--- src/sv/bta_pkg.sv ---
// Package for the balanced ternary arithmetic unit.
// Holds opcodes, trit codes, word widths and the structs shared by the step unit and the top level.
// Depends on nothing.
package bta_pkg;

    // Word geometry: 2-bit trit codes packed into a 32-bit word.
    localparam int WORD_W         = 32;
    localparam int MAX_WORD_TRITS = WORD_W / 2;
    localparam int TRIT_COUNT_DEF = 16;

    // Widths of the conversion datapath.
    localparam int BIN_W  = 26;
    localparam int POW_W  = 25;
    localparam int QUOT_W = 31;

    // Reciprocal of three for a 32-bit dividend, scaled by 2^33.
    localparam logic [WORD_W-1:0] RECIP3 = 32'hAAAA_AAAB;

    // Opcodes.
    localparam logic [2:0] OP_ADD      = 3'd0;
    localparam logic [2:0] OP_NEG      = 3'd1;
    localparam logic [2:0] OP_SHIFT    = 3'd2;
    localparam logic [2:0] OP_FROM_BIN = 3'd3;
    localparam logic [2:0] OP_TO_BIN   = 3'd4;

    // Trit codes. A valid code is the two's complement value of its trit.
    localparam logic [1:0] TRIT_ZERO = 2'b00;
    localparam logic [1:0] TRIT_POS  = 2'b01;
    localparam logic [1:0] TRIT_BAD  = 2'b10;
    localparam logic [1:0] TRIT_NEG  = 2'b11;

    // Running state carried from one trit step to the next.
    typedef struct packed {
        logic signed [1:0]       carry;
        logic signed [BIN_W-1:0] acc;
        logic [POW_W-1:0]        pow;
        logic [WORD_W-1:0]       u;
    } step_state_t;

    // Per-step control from the sequencer.
    typedef struct packed {
        logic [2:0] op;
        logic       sh_active;
        logic       neg;
    } step_ctl_t;

    // Result of one trit step.
    typedef struct packed {
        logic [1:0]  code;
        step_state_t st;
    } step_res_t;

    // Value of a trit code; the unused code reads as zero.
    function automatic logic signed [1:0] trit_value(input logic [1:0] code);
        trit_value = (code == TRIT_BAD) ? 2'sd0 : signed'(code);
    endfunction

endpackage

--- src/sv/bta_if.sv ---
// Channel interfaces of the balanced ternary arithmetic unit.
// bta_req_if carries an operation, bta_rsp_if carries its result.
// Depends on bta_pkg for the word widths.
interface bta_req_if;
    logic                              valid;
    logic                              ready;
    logic [2:0]                        opcode;
    logic [bta_pkg::WORD_W-1:0]        operand_a;
    logic [bta_pkg::WORD_W-1:0]        operand_b;
    logic [4:0]                        shift_amount;
    logic signed [bta_pkg::WORD_W-1:0] binary_value;

    modport source (output valid, opcode, operand_a, operand_b, shift_amount, binary_value,
                    input ready);
    modport sink   (input valid, opcode, operand_a, operand_b, shift_amount, binary_value,
                    output ready);
endinterface

interface bta_rsp_if;
    logic                             valid;
    logic                             ready;
    logic [bta_pkg::WORD_W-1:0]       trit_result;
    logic signed [bta_pkg::BIN_W-1:0] binary_result;
    logic                             overflow;
    logic                             invalid_trit;

    modport source (output valid, trit_result, binary_result, overflow, invalid_trit,
                    input ready);
    modport sink   (input valid, trit_result, binary_result, overflow, invalid_trit,
                    output ready);
endinterface

--- src/sv/bta_recip_mul.sv ---
// Registered reciprocal multiplier that gives floor(u / 3) for a 32-bit u.
// Used by the binary to ternary conversion, one quotient per digit.
// Depends on bta_pkg.
module bta_recip_mul
(
    input  logic                         clk,
    input  logic                         en,
    input  logic [bta_pkg::WORD_W-1:0]   u,
    output logic [bta_pkg::QUOT_W-1:0]   q
);

    logic [2*bta_pkg::WORD_W-1:0] prod;
    logic [bta_pkg::QUOT_W-1:0]   q_reg;

    // One 32 by 32 product; the quotient is its top 31 bits.
    assign prod = {{bta_pkg::WORD_W{1'b0}}, u} *
                  {{bta_pkg::WORD_W{1'b0}}, bta_pkg::RECIP3};

    always_ff @(posedge clk)
    begin
        if (en)
        begin
            q_reg <= prod[2*bta_pkg::WORD_W-1 -: bta_pkg::QUOT_W];
        end
    end

    assign q = q_reg;

endmodule

--- src/sv/bta_step.sv ---
// Shared trit step unit: processes one trit position for every operation.
// Add with carry, negate, shift select, one digit of binary to ternary, one term of ternary to binary.
// Depends on bta_pkg.
module bta_step
(
    input  bta_pkg::step_ctl_t          ctl,
    input  logic [1:0]                  code_a,
    input  logic [1:0]                  code_b,
    input  bta_pkg::step_state_t        st,
    input  logic [bta_pkg::QUOT_W-1:0]  q,
    output bta_pkg::step_res_t          res
);

    logic signed [2:0]                ta;
    logic signed [2:0]                tb;
    logic signed [2:0]                sum;
    logic [1:0]                       rem;
    logic signed [1:0]                digit;
    logic signed [bta_pkg::BIN_W-1:0] pow_s;

    assign ta    = 3'(bta_pkg::trit_value(code_a));
    assign tb    = 3'(bta_pkg::trit_value(code_b));
    assign sum   = ta + tb + 3'(st.carry);
    assign pow_s = signed'({1'b0, st.pow});

    // Remainder of u by three, from the low bits of u - 3q.
    assign rem   = st.u[1:0] - {q[0], 1'b0} - q[1:0];
    assign digit = (rem == 2'd2) ? -2'sd1 : signed'(rem);

    always_comb
    begin
        res.code = bta_pkg::TRIT_ZERO;
        res.st   = st;
        case (ctl.op)
            bta_pkg::OP_ADD:
            begin
                // Balanced digit with a carry of -1, 0 or +1.
                if (sum > 3'sd1)
                begin
                    res.code     = 2'(sum - 3'sd3);
                    res.st.carry = 2'sd1;
                end
                else if (sum < -3'sd1)
                begin
                    res.code     = 2'(sum + 3'sd3);
                    res.st.carry = -2'sd1;
                end
                else
                begin
                    res.code     = 2'(sum);
                    res.st.carry = 2'sd0;
                end
            end
            bta_pkg::OP_NEG:
            begin
                res.code = 2'(-ta);
            end
            bta_pkg::OP_SHIFT:
            begin
                res.code = ctl.sh_active ? 2'(ta) : bta_pkg::TRIT_ZERO;
            end
            bta_pkg::OP_FROM_BIN:
            begin
                // Digit of the magnitude; a negative input flips every digit.
                res.code = ctl.neg ? 2'(-digit) : 2'(digit);
                res.st.u = {1'b0, q} + bta_pkg::WORD_W'(rem == 2'd2);
            end
            bta_pkg::OP_TO_BIN:
            begin
                // Accumulate trit times the current power of three.
                if (ta > 3'sd0)
                begin
                    res.st.acc = st.acc + pow_s;
                end
                else if (ta < 3'sd0)
                begin
                    res.st.acc = st.acc - pow_s;
                end
                res.st.pow = st.pow + {st.pow[bta_pkg::POW_W-2:0], 1'b0};
            end
            default:
            begin
                res.code = bta_pkg::TRIT_ZERO;
            end
        endcase
    end

endmodule

--- src/sv/balanced_ternary_alu.sv ---
// Top level of the balanced ternary arithmetic unit: sequencer, operand and result registers.
// Instantiates bta_step and bta_recip_mul; uses bta_pkg and the interfaces in bta_if.
// Depends on bta_pkg, bta_if, bta_step and bta_recip_mul.

// A request is processed least significant trit first by a single shared step unit, one
// trit per cycle for add, negate, shift and ternary to binary; a finishing state then hands
// the result to the output register once it is free. Binary to ternary takes each digit
// through the registered divide-by-three multiplier and then the step unit. The input is
// ready only while the unit is idle, so a new request is not taken before the last one is
// finished; a finished result waits in the output register and the next request is taken
// meanwhile. Trits at position 16 and above do not fit the 32-bit word: they read as zero
// and are dropped from the result.
module balanced_ternary_alu
#(
    parameter int TRIT_COUNT = bta_pkg::TRIT_COUNT_DEF
)
(
    input  logic       clk,
    input  logic       rst_n,
    bta_req_if.sink    req,
    bta_rsp_if.source  rsp
);

    localparam int WORD_TRITS = (TRIT_COUNT < bta_pkg::MAX_WORD_TRITS) ?
                                TRIT_COUNT : bta_pkg::MAX_WORD_TRITS;
    localparam int STEP_W     = (TRIT_COUNT > 1) ? $clog2(TRIT_COUNT) : 1;
    localparam int CMP_W      = 6;
    localparam int TOP_LSB    = 2 * WORD_TRITS - 2;

    typedef enum logic [1:0] {ST_IDLE, ST_MUL, ST_STEP, ST_DONE} state_t;

    state_t                              state_reg, state_next;
    logic [STEP_W-1:0]                   step_reg, step_next;
    logic                                out_valid_reg, out_valid_next;
    logic [bta_pkg::WORD_W-1:0]          trit_result_reg, trit_result_next;
    logic signed [bta_pkg::BIN_W-1:0]    binary_result_reg, binary_result_next;
    logic                                overflow_reg, overflow_next;
    logic                                invalid_reg, invalid_next;

    logic [2:0]                          op_reg, op_next;
    logic [4:0]                          sh_reg, sh_next;
    logic                                neg_reg, neg_next;
    logic [bta_pkg::WORD_W-1:0]          a_reg, a_next;
    logic [bta_pkg::WORD_W-1:0]          b_reg, b_next;
    logic [bta_pkg::WORD_W-1:0]          res_reg, res_next;
    logic                                bad_reg, bad_next;
    bta_pkg::step_state_t                st_reg, st_next;

    logic                                accept;
    logic                                bad_in;
    logic                                chk_a;
    logic                                chk_b;
    logic                                sh_active;
    logic                                in_word;
    logic                                last_step;
    logic                                ovf_final;
    logic [bta_pkg::QUOT_W-1:0]          q;
    bta_pkg::step_ctl_t                  ctl;
    bta_pkg::step_res_t                  step_res;

    assign req.ready = (state_reg == ST_IDLE);
    assign accept    = req.valid && req.ready;

    assign rsp.valid         = out_valid_reg;
    assign rsp.trit_result   = trit_result_reg;
    assign rsp.binary_result = binary_result_reg;
    assign rsp.overflow      = overflow_reg;
    assign rsp.invalid_trit  = invalid_reg;

    // Step position relative to the shift distance and the word size.
    assign sh_active = CMP_W'(step_reg) >= CMP_W'(sh_reg);
    assign in_word   = CMP_W'(step_reg) < CMP_W'(WORD_TRITS);
    assign last_step = step_reg == STEP_W'(TRIT_COUNT - 1);

    assign ctl.op        = op_reg;
    assign ctl.sh_active = sh_active;
    assign ctl.neg       = neg_reg;

    bta_step u_step
    (
        .ctl    (ctl),
        .code_a (a_reg[1:0]),
        .code_b (b_reg[1:0]),
        .st     (st_reg),
        .q      (q),
        .res    (step_res)
    );

    bta_recip_mul u_mul
    (
        .clk (clk),
        .en  (state_reg == ST_MUL),
        .u   (st_reg.u),
        .q   (q)
    );

    // Unused trit codes among the operand trits that the operation reads.
    always_comb
    begin
        chk_a = 1'b0;
        chk_b = 1'b0;
        case (req.opcode) inside
            bta_pkg::OP_ADD:
            begin
                chk_a = 1'b1;
                chk_b = 1'b1;
            end
            bta_pkg::OP_NEG, bta_pkg::OP_SHIFT, bta_pkg::OP_TO_BIN:
            begin
                chk_a = 1'b1;
            end
            default:
            begin
                chk_a = 1'b0;
            end
        endcase
        bad_in = 1'b0;
        for (int i = 0; i < WORD_TRITS; i++)
        begin
            if (chk_a && (req.operand_a[2*i +: 2] == bta_pkg::TRIT_BAD))
            begin
                bad_in = 1'b1;
            end
            if (chk_b && (req.operand_b[2*i +: 2] == bta_pkg::TRIT_BAD))
            begin
                bad_in = 1'b1;
            end
        end
    end

    // Overflow of a finished operation.
    always_comb
    begin
        case (op_reg)
            bta_pkg::OP_ADD:      ovf_final = (st_reg.carry != 2'sd0);
            bta_pkg::OP_FROM_BIN: ovf_final = (st_reg.u != '0);
            default:              ovf_final = 1'b0;
        endcase
    end

    // Sequencer and datapath next-state logic.
    always_comb
    begin
        state_next         = state_reg;
        step_next          = step_reg;
        out_valid_next     = out_valid_reg;
        trit_result_next   = trit_result_reg;
        binary_result_next = binary_result_reg;
        overflow_next      = overflow_reg;
        invalid_next       = invalid_reg;
        op_next            = op_reg;
        sh_next            = sh_reg;
        neg_next           = neg_reg;
        a_next             = a_reg;
        b_next             = b_reg;
        res_next           = res_reg;
        bad_next           = bad_reg;
        st_next            = st_reg;

        if (out_valid_reg && rsp.ready)
        begin
            out_valid_next = 1'b0;
        end

        unique case (state_reg)
            ST_IDLE:
            begin
                if (accept)
                begin
                    op_next       = req.opcode;
                    sh_next       = req.shift_amount;
                    neg_next      = req.binary_value[bta_pkg::WORD_W-1];
                    a_next        = req.operand_a;
                    b_next        = req.operand_b;
                    res_next      = '0;
                    bad_next      = bad_in;
                    st_next.carry = 2'sd0;
                    st_next.acc   = '0;
                    st_next.pow   = bta_pkg::POW_W'(1);
                    st_next.u     = req.binary_value[bta_pkg::WORD_W-1] ?
                                    unsigned'(-req.binary_value) :
                                    unsigned'(req.binary_value);
                    step_next     = '0;
                    state_next    = (req.opcode == bta_pkg::OP_FROM_BIN) ? ST_MUL : ST_STEP;
                end
            end
            ST_MUL:
            begin
                state_next = ST_STEP;
            end
            ST_STEP:
            begin
                st_next = step_res.st;
                // New trits enter at the top of the word and move down into place.
                if (in_word)
                begin
                    res_next = {2'b00, res_reg[bta_pkg::WORD_W-1:2]};
                    res_next[TOP_LSB +: 2] = step_res.code;
                end
                // A shift holds its source until the shift distance is reached.
                if ((op_reg != bta_pkg::OP_SHIFT) || sh_active)
                begin
                    a_next = {2'b00, a_reg[bta_pkg::WORD_W-1:2]};
                end
                b_next = {2'b00, b_reg[bta_pkg::WORD_W-1:2]};
                if (last_step)
                begin
                    state_next = ST_DONE;
                end
                else
                begin
                    step_next  = step_reg + STEP_W'(1);
                    state_next = (op_reg == bta_pkg::OP_FROM_BIN) ? ST_MUL : ST_STEP;
                end
            end
            ST_DONE:
            begin
                // Load the output register once it is free.
                if (!out_valid_reg || rsp.ready)
                begin
                    out_valid_next     = 1'b1;
                    trit_result_next   = res_reg;
                    binary_result_next = st_reg.acc;
                    overflow_next      = ovf_final;
                    invalid_next       = bad_reg;
                    state_next         = ST_IDLE;
                end
            end
            default:
            begin
                state_next = ST_IDLE;
            end
        endcase
    end

    // Sequencer state and output register.
    always_ff @(posedge clk or negedge rst_n)
    begin
        if (!rst_n)
        begin
            state_reg         <= ST_IDLE;
            step_reg          <= '0;
            out_valid_reg     <= 1'b0;
            trit_result_reg   <= '0;
            binary_result_reg <= '0;
            overflow_reg      <= 1'b0;
            invalid_reg       <= 1'b0;
        end
        else
        begin
            state_reg         <= state_next;
            step_reg          <= step_next;
            out_valid_reg     <= out_valid_next;
            trit_result_reg   <= trit_result_next;
            binary_result_reg <= binary_result_next;
            overflow_reg      <= overflow_next;
            invalid_reg       <= invalid_next;
        end
    end

    // Operand and working registers.
    always_ff @(posedge clk)
    begin
        op_reg  <= op_next;
        sh_reg  <= sh_next;
        neg_reg <= neg_next;
        a_reg   <= a_next;
        b_reg   <= b_next;
        res_reg <= res_next;
        bad_reg <= bad_next;
        st_reg  <= st_next;
    end

    // An accepted transaction keeps the input closed in the following cycle.
    assert property (@(posedge clk) disable iff (!rst_n)
        (req.valid && req.ready) |=> !req.ready)
        else $error("input ready right after an accepted transaction");

    // Every multiply cycle is followed by the step that consumes its quotient.
    assert property (@(posedge clk) disable iff (!rst_n)
        (state_reg == ST_MUL) |=> (state_reg == ST_STEP))
        else $error("quotient not consumed after multiply");

    // Ternary to binary never overflows, and no other operation returns a binary value.
    assert property (@(posedge clk) disable iff (!rst_n)
        (rsp.valid && (rsp.binary_result != '0)) |-> !rsp.overflow)
        else $error("overflow flagged with a binary result");

    // A result can only be loaded from the finishing state.
    assert property (@(posedge clk) disable iff (!rst_n)
        $rose(out_valid_reg) |-> ($past(state_reg) == ST_DONE))
        else $error("result loaded outside the finishing state");

endmodule
--- src/flat_wrapper.sv ---
// flat-port wrapper written by rule: the top's interface ports become plain ports
module balanced_ternary_alu_flat 
#(
    parameter int TRIT_COUNT = bta_pkg::TRIT_COUNT_DEF
)
  (clk, rst_n, req_valid, req_opcode, req_operand_a, req_operand_b, req_shift_amount, req_binary_value, req_ready, rsp_valid, rsp_trit_result, rsp_binary_result, rsp_overflow, rsp_invalid_trit, rsp_ready);
  bta_req_if req_i ();
  bta_rsp_if rsp_i ();
  input  logic clk;
  input  logic rst_n;
  input wire logic [$bits(req_i.valid)-1:0] req_valid;
  input wire logic [$bits(req_i.opcode)-1:0] req_opcode;
  input wire logic [$bits(req_i.operand_a)-1:0] req_operand_a;
  input wire logic [$bits(req_i.operand_b)-1:0] req_operand_b;
  input wire logic [$bits(req_i.shift_amount)-1:0] req_shift_amount;
  input wire logic [$bits(req_i.binary_value)-1:0] req_binary_value;
  output wire logic [$bits(req_i.ready)-1:0] req_ready;
  output wire logic [$bits(rsp_i.valid)-1:0] rsp_valid;
  output wire logic [$bits(rsp_i.trit_result)-1:0] rsp_trit_result;
  output wire logic [$bits(rsp_i.binary_result)-1:0] rsp_binary_result;
  output wire logic [$bits(rsp_i.overflow)-1:0] rsp_overflow;
  output wire logic [$bits(rsp_i.invalid_trit)-1:0] rsp_invalid_trit;
  input wire logic [$bits(rsp_i.ready)-1:0] rsp_ready;
  assign req_i.valid = req_valid;
  assign req_i.opcode = req_opcode;
  assign req_i.operand_a = req_operand_a;
  assign req_i.operand_b = req_operand_b;
  assign req_i.shift_amount = req_shift_amount;
  assign req_i.binary_value = req_binary_value;
  assign req_ready = req_i.ready;
  assign rsp_valid = rsp_i.valid;
  assign rsp_trit_result = rsp_i.trit_result;
  assign rsp_binary_result = rsp_i.binary_result;
  assign rsp_overflow = rsp_i.overflow;
  assign rsp_invalid_trit = rsp_i.invalid_trit;
  assign rsp_i.ready = rsp_ready;
  balanced_ternary_alu #(.TRIT_COUNT(TRIT_COUNT)) u_core (.clk(clk), .rst_n(rst_n), .req(req_i), .rsp(rsp_i));
endmodule
--- config.mk ---
export PLATFORM = sky130hd
export DESIGN_NAME = balanced_ternary_alu_flat
export DESIGN_NICKNAME = d
export VERILOG_FILES = /design/src/sv/bta_pkg.sv /design/src/sv/bta_if.sv /design/src/sv/bta_recip_mul.sv /design/src/sv/bta_step.sv /design/src/sv/balanced_ternary_alu.sv /design/src/flat_wrapper.sv
export SDC_FILE = /design/constraint.sdc
export NUM_CORES = 2
export LEC_CHECK = 0
export ABC_AREA = 1
export BUFFER_PORTS_ARGS = -buffer_cell sky130_fd_sc_hd__buf_2
export CORE_MARGIN = 8
export CORE_UTILIZATION = 35
export DETAILED_ROUTE_END_ITERATION = 8
export GPL_TIMING_DRIVEN = 1
export HOLD_SLACK_MARGIN = 0.03
export REMOVE_ABC_BUFFERS = 1
export SLEW_MARGIN = 20
export SYNTH_ARGS = -nofsm -noshare
export SYNTH_HDL_FRONTEND = slang
export SYNTH_SLANG_ARGS = --single-unit
--- constraint.sdc ---
create_clock -name clk -period 6.2 [get_ports clk]
set_input_delay 0.31 -clock clk [delete_from_list [all_inputs] [get_ports clk]]
set_output_delay 0.31 -clock clk [all_outputs]
set_load 0.02 [all_outputs]
* Yosys cells after proc, flatten, opt, wreduce, memory -nomap -nowiden
Index checks and enable logic that the tools add are counted.
** Word-level totals
- Bits in registers :: 289
- Bits of input ports :: 108
- Output and inout bits :: 62
- Logic and storage cells :: 190
** Operators by class
- Add/subtract/negate cells :: 14
- Multipliers :: 1
- Order comparisons :: 5
- Equality and inequality tests :: 56
- Muxes and demuxes :: 40
- Reductions and logical operators :: 55
** Operators by type and width (count)
- $mux 32 :: 6
- $pmux 32 s2 :: 3
- $pmux 85 s2 :: 1
- $mux 85 :: 1
- $eq 2x2->1 const B :: 37
- $mul 32x32->64 const B :: 1
- $mux 26 :: 2
- $mux 51 :: 1
- $logic_and 1x1->1 :: 34
- $add 31x1->32 :: 1
- $neg 32->32 :: 1
- $reduce_bool 32->1 :: 1
- $reduce_or 31->1 :: 1
- $add 26x26->26 :: 1
- $sub 26x26->26 :: 1
- $add 25x25->25 :: 1
- $mux 2 :: 11
- $mux 4 :: 4
- $pmux 2 s4 :: 2
- $reduce_and 3->1 :: 5
- $eq 3x2->1 const B :: 4
- $ne 2x2->1 const B :: 4
- $pmux 4 s2 :: 1
- $reduce_and 2->1 :: 4
- other kinds (28) :: 43

* Longest topological paths before layout
- Depth after elaboration :: 9
- Depth in mapped cells :: 31
- Depth with buffers taken out :: 31

* Hierarchy
Synthesis repeated with hierarchy kept, for this count alone.
** Unflattened totals
- Cells, all modules :: 5055
- Area, all modules :: 38007.7 sq um
** By module, submodules not included
- bta_recip_mul :: instances 1, cells an instance 2307, area an instance 19055.8 sq um, seq. area each 930.9 sq um
- balanced_ternary_alu :: instances 1, cells an instance 1224, area an instance 11529.8 sq um, seq. area each 7412.1 sq um
- bta_step :: instances 1, cells an instance 1524, area an instance 7422.1 sq um, seq. area each 0.0 sq um

* Worst setup path after synthesis
No wires, ideal clock.
- Kind :: reg2reg
- Start :: reg u_core.st_reg[1] in the netlist's numbering
- End :: reg u_core.u_mul.q_reg, in the netlist u_core.u_mul.q[15] (data pin)
- Setup time :: 0.253 ns
- Arrival time :: 6.037 ns
- Data required time :: 5.947 ns
- Setup slack :: -0.090 ns
- Cell stages (with the launch flop) :: 23
- Path buffers :: 0
- Clock period less this slack :: 6.290 ns
- Cells stage by stage :: edfxtp_1 ha_1 xor2_1 ha_1 or2_2 fa_1 fa_1 fa_1 fa_1 fa_1 inv_1 fa_1 inv_1 ha_1 nand2_1 nor2_1 nand2_1 inv_1 nand2_1 nor3_1 o21ai_0 nand4_1 nand2_1
** On the way
- Cells in the longest elaborated chain, start to end :: 1
** Ends and longest elaborated chain
- from (decl) :: line balanced_ternary_alu.sv:47 : bta_pkg::step_state_t st_reg, st_next;
- from (signal assigned) :: line balanced_ternary_alu.sv:271 : st_reg <= st_next;
- $mul 32x32->64 :: line bta_recip_mul.sv:16 : assign prod = {{bta_pkg::WORD_W{1'b0}}, u} *
- named net u_core.u_mul.prod (one bit) :: line bta_recip_mul.sv:12 : logic [2*bta_pkg::WORD_W-1:0] prod;
- to (signal assigned) :: line bta_recip_mul.sv:23 : q_reg <= prod[2*bta_pkg::WORD_W-1 -: bta_pkg::QUOT_W];
- to (decl) :: line bta_recip_mul.sv:13 : logic [bta_pkg::QUOT_W-1:0] q_reg;
The timed path passes the listed nets, and every way through them passes these cells.
A chain may end at the register's enable or synchronous reset.

* Worst setup path in the final report
- Start :: reg u_core.st_reg[13] in the netlist's numbering
- End :: reg u_core.u_mul.q_reg, in the netlist u_core.u_mul.q[21] (data pin)
Same word-level chain as after synthesis.

==> flow_summary.ini <==
[logic_synthesis]
ys.flop_type = edfxtp_1
synth-seq-cells = 288
synth_xor_area_share_pct = 2.347
ys_seq_area_share_pct = 23.96
netlist_area_um2 = 34700
synth-edff-count = 221
synthTopCellsByArea = fa_1, edfxtp_1, ha_1
yosys.area_share.adder_pct = 35.90
yosysWarningCount = 0
synthTopCellsByCount = nand2_1, inv_1, ha_1, fa_1, nor2_1
synth_cell_types = 48
syn-instance-count = 4323
synth_top_family_by_area = adder cells
synth-compound-area-share_pct = 6.580
synth_most_common_cell = nand2_1
yosysTopAreaCell = fa_1
synthArstFlopShare_pct = 23.26
yosysTopAreaCellShare_pct = 20.83
syn_avg_cell_area_um2 = 8.027
synthSimpleGateAreaFrac_pct = 19.81
synthMuxAreaShare_pct = 0

[critical_path]
cp-start-kind = register
crit_arrival_ns = 6.61
r2r_end = u_core.u_mul.q[21]
r2r-start = u_core.st_reg[13]
critical_path_class = register to register
crit_path_end_kind = register
worst_r2r_path_depth = 27
cp_max_fo = 4
worstPathRequired_ns = 6.51
worst-r2r-setup-slack_ns = -0.1

[placement]
place_area_um2 = 39720
hpwl_um = 104300
io_buffer_count = 169
gp_congestion = 0.9876

[layout]
n_fill_cell = 9542
stdcell_area_um2 = 44010
largest_reg_flops = 84
regArea_um2 = 8313
drive_above_1_share_pct = 23.48
area_growth_pct = 26.83
nets = 5813
multi_input_area_um2 = 24810

[clock_tree]
insertion_delay_ns = 0.56
cts_htree_levels = 2
clock_path_buffers = 3
cts_sinks = 288
clk_pin_slew_ns = 0.06
numCtsBuffers = 35
cts_tree = yes
ctsRootBufferMaster = clkbuf_16

[floorplan]
start_util_pct = 35.31
fp.dieH_um = 330.9
ioPinCount = 170
core.rowCount = 115
core_area_um2 = 98280
die_x_um = 330.9
dieArea_um2 = 109500

[timing]
max_freq_ghz = 0.1587
fin_crit_sh_pct = 101.6
finalWorstSetupSlack_ns = -0.09964
hold_viol = 0
relSlewSlack_pct = 35.65
rsz0062_at_grt = yes
fin_skew_ns = 0.03029
hold_ws_ns = 0.05864
period_needed_ns = 6.300
slew_violations = 0
finalSetupViolations = 26
worstMarginPinSlew_ns = 0.9616

[route]
wl_per_cell_um = 19.85
first_pass_iters = 7
num_vias = 30730
drt_iter0_markers = 2386
drt_drc_violations_left = 0
routed_via_density = 4.919
ant_nets = 0
wl_um = 124000

[min_path]
hold-path-cell-count = 3
hold_path_end = u_core.a_reg[26]
hp-start = req_operand_a[26]
hold_class = input port to register

[job]
cap_violations = 0

[grt]
grt_pass1_vias = 30980
grt_overflow = 0
grt_max_degree = 87
antenna_found_initial = 14
grt_pass1_wl_um = 186200
track_usage_pct = 22.30

[outcome]
violations = negative setup slack
status = complete, but fails checks
## cell type report
cell class | instances | area share, %
timing repair buffer | 618 | 10.01
clock inverter | 17 | 0.2956
antenna | 7 | 0.03980
inverter | 995 | 8.497
multi-input combinational | 2988 | 56.38
tap | 1287 | 3.659
clock buffer | 47 | 2.234
sequential | 288 | 18.89
## per-layer routing
metal | wire (um) | track usage [%] | part of all wire, % | vias up
li1 | - | - | - | 14670
met1 | 53780 | 30.45 | 43 | 14850
met4 | 4093 | 6.129 | 3.3 | 8
met2 | 56400 | 35.95 | 45 | 985
met3 | 9670 | 4.332 | 7.8 | 219
met5 | 47 | 0 | 0.038 | -
## worst max-delay path, stage by stage (launching register included)
cell      delay (ns)
edfxtp_1        0.49
buf_4           0.21
ha_4            0.23
xor2_2          0.18
ha_2            0.20
nor2_4          0.11
buf_4           0.13
fa_2            0.44
fa_1            0.54
inv_1           0.06
fa_1            0.53
fa_1            0.43
fa_1            0.51
inv_2           0.09
fa_1            0.55
inv_1           0.07
ha_4            0.26
nand2_4         0.10
inv_1           0.05
a21oi_2         0.19
o21ai_1         0.11
buf_4           0.17
nand2_1         0.05
nand2_1         0.06
nand2_1         0.08
nand3_1         0.09
nand2_1         0.07
nand2_1         0.05
## worst max path at each step
stage                            from            endpoint
finish              u_core.st_reg[13]  u_core.u_mul.q[21]
global route         u_core.st_reg[4]  u_core.u_mul.q[26]
detailed placement  u_core.st_reg[20]  u_core.u_mul.q[23]
global placement    u_core.st_reg[20]  u_core.u_mul.q[23]
floorplan            u_core.st_reg[1]  u_core.u_mul.q[15]
CTS                  u_core.st_reg[3]  u_core.u_mul.q[24]
## placed cells by master, fill, tap and decap left out, types with 16 or more instances in the layout
master	synthesis	layout
clkbuf_16	0	37
ha_2	0	17
fa_1	361	327
nand2_2	2	115
nor2_1	341	293
inv_2	2	73
buf_2	16	169
nor2_4	4	29
buf_4	0	406
nand2_4	1	19
ha_4	0	75
inv_1	993	920
fa_2	0	34
dfrtp_1	67	67
nand2_1	1058	924
xnor2_1	30	27
xor2_1	63	54
nand4_1	36	36
o21ai_0	175	161
nand3_1	153	134
buf_6	0	25
ha_1	418	326
nand3_2	0	16
a21oi_1	182	143
edfxtp_1	221	221
nor2_2	1	24
a21oi_2	0	32
nor3_1	54	44
## cells by family after synthesis
logic type	after synthesis
simple gates	1690
buf+inv	1047
fa+ha+maj	779
compound gates	426
flops	288
xor+xnor	93
## what timing repair did
action                                  in CTS  in global routing
endpoints found under the setup margin      31                 31
resized for setup                          364                225
pin swaps                                  171                142
hold buffers                                13                  0
hold endpoints to repair                    79                  0
setup buffers                               56                 22
## stage by stage
step	setup TNS [ns]	utilization [%]	worst slack [ns]	cells
floorplan	-0.8193	-	-0.09012	4271
global placement	-12.84	40.42	-0.5987	6088
detailed placement	-12.73	40.42	-0.5286	6088
CTS	-0.02498	43.78	-0.01150	6220
global route	-7.727	44.77	-0.3114	6242
finish	-1.145	44.79	-0.09964	6247
Power is not shown: default switching activity piles up to over one toggle a cycle in this logic, so the estimate is an artifact.
